`config.mk`:
```
export PLATFORM = sky130hd
export DESIGN_NAME = spc_div
export DESIGN_NICKNAME = d
export VERILOG_FILES = /design/src/spc_pkg.sv /design/src/spc_div.sv
export SDC_FILE = /design/constraint.sdc
export NUM_CORES = 2
export LEC_CHECK = 0
export BUFFER_PORTS_ARGS = -buffer_cell sky130_fd_sc_hd__clkbuf_2
export CORE_UTILIZATION = 65
export CTS_CLUSTER_DIAMETER = 80
export CTS_CLUSTER_SIZE = 25
export DETAILED_ROUTE_END_ITERATION = 8
export PLACE_DENSITY = 0.88
export SLEW_MARGIN = 10
export SYNTH_ARGS = -nofsm -noshare
export SYNTH_HDL_FRONTEND = slang
export SYNTH_SLANG_ARGS = --single-unit
```
`constraint.sdc`:
```
create_clock -name clk -period 9.45 [get_ports clk]
set_input_delay 1.89 -clock clk [delete_from_list [all_inputs] [get_ports clk]]
set_output_delay 1.89 -clock clk [all_outputs]
set_load 0.02 [all_outputs]
```
`src/spc_pkg.sv`:
```
`timescale 1ns / 1ps
package spc_pkg;
  localparam int CW    = 20;            // coordinate / velocity width
  localparam int FB    = 12;            // fraction bits
  localparam int RADW  = FB + 1;        // radius width
  localparam int RSW   = RADW + 1;      // radius sum width
  localparam int RSQW  = 2 * RSW;       // squared radius sum width
  localparam int DSW   = RSW + 1;       // short displacement, exact whenever a hit is possible
  localparam int DSQW  = 2 * CW - 1;    // |d_i|^2 width
  localparam int D2W   = DSQW + 2;      // |d|^2 width
  localparam int RELW  = CW + 1;        // relative velocity width
  localparam int RPW   = RELW + CW;     // rel_i * d_i width
  localparam int RDW   = RPW + 2;       // rel . d width
  localparam int SPW   = CW + DSW;      // v_i * d_i width
  localparam int SW    = SPW + 2;       // v . d width
  localparam int NUMW  = SW + DSW + 1;  // 2 * |v.d| * |d_i|
  localparam int QW    = CW + 3;        // quotient bits, |q| <= 2 |v|
  localparam int DIVW  = RSQW;          // divisor width, |d|^2 < (ra+rb)^2 on a hit
  localparam int OSW   = QW + 2;        // sum width before saturation
  localparam int PIPE  = 3 + QW;        // front stages plus divider stages

  typedef struct packed {
    logic [2:0][CW-1:0] d;
    logic [2:0][CW-1:0] va;
    logic [2:0][CW-1:0] vb;
    logic [RADW-1:0]    ra;
    logic [RADW-1:0]    rb;
  } pair_t;

  typedef struct packed {
    logic               hit;
    logic [2:0][CW-1:0] va;
    logic [2:0][CW-1:0] vb;
    logic [5:0]         neg;
    logic [5:0][NUMW-1:0] num;
    logic [DIVW-1:0]    d2;
  } front_t;

  typedef struct packed {
    logic               hit;
    logic [5:0][CW-1:0] v;
    logic [5:0]         neg;
  } carry_t;
endpackage

```
`src/spc_div.sv`:
```
`timescale 1ns / 1ps
// Restoring divider, one quotient bit per stage, rounded half away from zero.
module spc_div (
  input  logic                     clk,
  input  logic                     en,
  input  logic [spc_pkg::NUMW-1:0] num,
  input  logic [spc_pkg::DIVW-1:0] den,
  output logic [spc_pkg::QW-1:0]   q
);
  import spc_pkg::*;

  logic [DIVW-1:0] rem_r [QW];
  logic [QW-1:0]   low_r [QW];
  logic [QW-1:0]   q_r   [QW];
  logic [DIVW-1:0] den_r [QW];

  for (genvar k = 0; k < QW; k++) begin : g_st
    logic [DIVW-1:0] rem_in, den_in;
    logic [QW-1:0]   low_in, q_in;
    logic [DIVW:0]   t, diff;
    logic            ge;
    if (k == 0) begin : g_first
      // quotient fits QW bits, so the high part is already below the divisor
      assign rem_in = num[QW+DIVW-1:QW];
      assign low_in = num[QW-1:0];
      assign q_in   = '0;
      assign den_in = den;
    end else begin : g_next
      assign rem_in = rem_r[k-1];
      assign low_in = low_r[k-1];
      assign q_in   = q_r[k-1];
      assign den_in = den_r[k-1];
    end
    assign t    = {rem_in, low_in[QW-1]};
    assign ge   = t >= {1'b0, den_in};
    assign diff = t - {1'b0, den_in};
    always_ff @(posedge clk) begin
      if (en) begin
        rem_r[k] <= ge ? diff[DIVW-1:0] : t[DIVW-1:0];
        low_r[k] <= {low_in[QW-2:0], 1'b0};
        q_r[k]   <= {q_in[QW-2:0], ge};
        den_r[k] <= den_in;
      end
    end
  end

  logic rnd;
  assign rnd = {rem_r[QW-1], 1'b0} >= {1'b0, den_r[QW-1]};
  assign q   = q_r[QW-1] + QW'(rnd);
endmodule

```
==> flow_summary.html <==
<table>
<tr><th>Metric</th><th>Value</th></tr>
<tr><th colspan="2">CTS</th></tr>
<tr><td>CTS Hold Bufs</td><td>0</td></tr>
<tr><td>H-tree levels</td><td>3</td></tr>
<tr><td>Root buffer cell</td><td>clkbuf_16</td></tr>
<tr><td>Setup repair bufs after CTS</td><td>0</td></tr>
<tr><td>Clk Latency, worst-skew pair</td><td>0.78 ns</td></tr>
<tr><td>Clock tree from TritonCTS</td><td>built</td></tr>
<tr><td>TritonCTS Buffers</td><td>96</td></tr>
<tr><td>Maximum clock insertion buffer count</td><td>3</td></tr>
<tr><td>Number of sinks handled by clock tree synthesis</td><td>1817</td></tr>
<tr><td>Clock-pin slew of the registers on the worst-case setup and hold paths</td><td>0.10 ns</td></tr>
<tr><td>Post-CTS Resized</td><td>0</td></tr>
<tr><th colspan="2">Critical path</th></tr>
<tr><td>Launching element type of the critical path</td><td>flop</td></tr>
<tr><td>Arrival time of the worst setup path</td><td>5.55 ns</td></tr>
<tr><td>Worst-path maximum fanout</td><td>4</td></tr>
<tr><td>Data required time of the critical path</td><td>7.56 ns</td></tr>
<tr><td>Classification of the worst setup path</td><td>reg -&gt; out</td></tr>
<tr><td>Capturing element type of the critical path</td><td>output pin</td></tr>
<tr><th colspan="2">Route</th></tr>
<tr><td>Count of nets left with antenna violations after detail routing</td><td>0</td></tr>
<tr><td>First-pass detailed-route iteration total</td><td>8</td></tr>
<tr><td>Average wire per cell in the routed design</td><td>21.0 um</td></tr>
<tr><td>Post-DR vias/cell</td><td>6.13</td></tr>
<tr><td>Detailed-route wire length</td><td>217000 um</td></tr>
<tr><td>Total DRC errors in the routed layout</td><td>0</td></tr>
<tr><td>Total number of vias</td><td>63400</td></tr>
<tr><td>Iteration-0 DRC Markers</td><td>5622</td></tr>
<tr><th colspan="2">Power</th></tr>
<tr><td>P per Cell Area</td><td>331 nW/um^2</td></tr>
<tr><td>Maximum ir drop on the vdd rail</td><td>252 uV</td></tr>
<tr><td>Overall power consumption</td><td>34.3 mW</td></tr>
<tr><td>Standby leakage power</td><td>41.8 nW</td></tr>
<tr><th colspan="2">Timing</th></tr>
<tr><td>Hold Vio Cnt, Final</td><td>0</td></tr>
<tr><td>Max Freq</td><td>134 MHz</td></tr>
<tr><td>Final total negative setup slack</td><td>0 ns</td></tr>
<tr><td>Layout Skew</td><td>0.0360 ns</td></tr>
<tr><td>Shortest clock period the worst path allows after layout</td><td>7.44 ns</td></tr>
<tr><td>Worst slew pin tran</td><td>1.16 ns</td></tr>
<tr><td>Final-report setup violation count</td><td>0</td></tr>
<tr><td>Count of final max-slew check failures</td><td>0</td></tr>
<tr><td>Setup repair after global routing missed its margin</td><td>no</td></tr>
<tr><td>Tightest slew margin relative to the limit</td><td>22.8%</td></tr>
<tr><td>Fin crit share</td><td>78.7%</td></tr>
<tr><th colspan="2">GRT</th></tr>
<tr><td>Met2 layer usage reported by global route</td><td>50.1%</td></tr>
<tr><td>Vias in the first global route</td><td>62000</td></tr>
<tr><td>First-pass GRT wire length</td><td>339000 um</td></tr>
<tr><td>Initial antenna violation count</td><td>4</td></tr>
<tr><td>Total overflow reported by the global router</td><td>0</td></tr>
<tr><td>Global-route usage over all layers</td><td>28.4%</td></tr>
<tr><td>Largest net degree at the start of global routing</td><td>196</td></tr>
<tr><td>Met1 layer usage reported by global route</td><td>34.7%</td></tr>
<tr><td>Most Crowded Layer GR</td><td>met2</td></tr>
<tr><td>Global routing met3 resource utilization</td><td>3.03%</td></tr>
<tr><th colspan="2">Synthesis</th></tr>
<tr><td>Yosys warning count</td><td>0</td></tr>
<tr><td>Syn Std Cell Area</td><td>97600 um^2</td></tr>
<tr><td>Fraction of post-synthesis cell area in the top cell type by area</td><td>55.9%</td></tr>
<tr><td>Register area share after synthesis</td><td>55.9%</td></tr>
<tr><td>Synthesized instance count</td><td>8213</td></tr>
<tr><td>Post-synth top area cell</td><td>edfxtp_1</td></tr>
<tr><td>Async S/R FF share, synth</td><td>0%</td></tr>
<tr><td>Mean Syn Cell Area</td><td>11.9 um^2</td></tr>
<tr><td>Syn_nets</td><td>8992</td></tr>
<tr><td>Dominant register cell in the synthesized netlist</td><td>edfxtp_1</td></tr>
<tr><td>Number of enable-type register cells in the synthesized netlist</td><td>1817</td></tr>
<tr><td>Synth area leaders</td><td>edfxtp_1 56%, ha_1 8.6%, inv_1 3.3%, a21oi_1 3.2%, xnor2_1 3.0%</td></tr>
<tr><td>Number of storage elements in the synthesis netlist</td><td>1817</td></tr>
<tr><td>Number of distinct library cells after synthesis</td><td>95</td></tr>
<tr><th colspan="2">Place</th></tr>
<tr><td>DP HPWL</td><td>163000 um</td></tr>
<tr><td>Final weighted congestion in routability-driven placement</td><td>0.943</td></tr>
<tr><td>Number of I/O port buffers</td><td>103</td></tr>
<tr><td>Dpl cell area</td><td>100000 um^2</td></tr>
<tr><th colspan="2">Final layout</th></tr>
<tr><td>Final Core Density</td><td>69.7%</td></tr>
<tr><td>Final-stage net count</td><td>9066</td></tr>
<tr><td>Post-route design area</td><td>103000 um^2</td></tr>
<tr><td>Share of cells above drive strength 1</td><td>7.86%</td></tr>
<tr><td>Layout overhead on the synthesized area</td><td>5.85%</td></tr>
<tr><td># fillers</td><td>10200</td></tr>
<tr><th colspan="2">Flow run</th></tr>
<tr><td>Max Cap Violations</td><td>0</td></tr>
<tr><th colspan="2">Worst hold path</th></tr>
<tr><td>Worst min-delay path category</td><td>reg -&gt; reg</td></tr>
<tr><th colspan="2">Floorplanning</th></tr>
<tr><td>Chip width</td><td>390 um</td></tr>
<tr><td>Die outline height</td><td>390 um</td></tr>
<tr><td>Initial Utilization</td><td>65.8%</td></tr>
<tr><td>Die area</td><td>152000 um^2</td></tr>
<tr><td>I/O pin count</td><td>106</td></tr>
<tr><td>Rows</td><td>141</td></tr>
<tr><td>Placeable Area</td><td>148000 um^2</td></tr>
<tr><th colspan="2">Outcome</th></tr>
<tr><td>Outcome</td><td>finished clean</td></tr>
</table>
-- synth_stat cells, types with 48 or more instances --
cell type  count
xor2_1       215
o21ai_0      441
edfxtp_1    1817
a21o_1       317
nand2b_1      81
a31oi_1       70
nand2_1      521
and3_1        70
a211oi_1      48
nor2b_1      108
mux2_2       235
nor2_1       452
inv_1        865
buf_2         48
ha_1         673
clkbuf_1      91
nand3_1      129
nor3_1        97
o21a_1        83
xnor2_1      329
nand4_1      110
a21oi_1      631
o21bai_1      79
-- cells by family (layout without fill, tap and decap cells) --
family / Yosys count / in the layout / synth area share [%]
compound gates: 2051 / 2051 / 13.4
xor+xnor: 544 / 544 / 4.88
fa+ha+maj: 696 / 696 / 9.10
buf+inv: 1038 / 1160 / 4.24
flops: 1817 / 1817 / 55.9
mux: 352 / 352 / 4.18
other cells: 0 / 1 / 0
simple gates: 1715 / 1715 / 8.28
-- through the flow --
step	hold WS (ns)	setup slack (ns)	cells
floorplan	0.400	3.98	8213
global placement	0.400	2.80	10200
detailed placement	0.405	2.78	10200
CTS	0.409	1.93	10300
global route	0.405	1.53	10300
finish	0.408	2.01	10300
-- worst paths after layout --
kind                                     end  depth (start not counted)     startpoint  slack [ns]
worst min register to register    q_r[1][75]                          0     q_r[1][51]        0.41
worst max register to register  rem_r[1][67]                         12   rem_r[1][28]        4.65
worst min-delay path              q_r[1][75]                          0     q_r[1][51]        0.41
worst max-delay path                   q[22]                         20  rem_r[2][168]        2.01
-- registers in the layout (all words and copies together) (netlist names) --
| register | count |
|---|---|
| rem_r | 644 |
| den_r | 644 |
| low_r | 253 |
| q_r | 276 |
-- critical path, stage by stage, from the launching register on --
cell and delay, ns:
edfxtp_1 0.37, ha_1 0.27, nor2b_1 0.12, o21a_1 0.12, o21a_1 0.11, o21a_1 0.11, o21ai_0 0.09, nand2b_1 0.08
a21oi_1 0.10, o311ai_0 0.63, a21oi_1 0.21, a211oi_1 0.42, ha_1 0.27, nand2_1 0.37, nor4_1 0.40, buf_4 0.22
and3_1 0.21, and3_1 0.26, nand3_1 0.12, xnor2_1 0.14, clkbuf_2 0.18
-- cell type report --
class                   instances  area (um^2)  area share (%)
multi-input cells            5358        39000            37.8
inverters                     867         3250            3.15
diodes                          1         2.50         0.00242
well taps                    2002         2500            2.42
flip-flops and latches       1817        54600            52.8
clock inverters                46          609           0.590
clock buffers                 100         2440            2.36
repair buffers                147          961           0.930
-- power by group --
part | switching [mW] | internal, mW
Sequential | 1.26 | 11.7
Clock | 2.69 | 2.04
Combinational | 9.41 | 7.14
Total | 13.4 | 20.9
-- routing by layer --
metal	vias to the layer above	wire, um
met5	-	13
met1	30400	85000
met3	561	11100
li1	30200	-
met2	2176	109000
met4	2	11900
-- cells in the final DEF, fill, tap and decap left out, types with 129 or more instances in the layout --
master,netlist,final
nand2_1,521,521
nor2_1,452,452
xnor2_1,329,329
a21o_1,317,317
a21oi_1,631,630
mux2_2,235,235
xor2_1,215,215
nand3_1,129,129
inv_1,865,865
ha_1,673,673
edfxtp_1,1817,1817
o21ai_0,441,441
No activity file was read; power rests on OpenSTA's default activity.
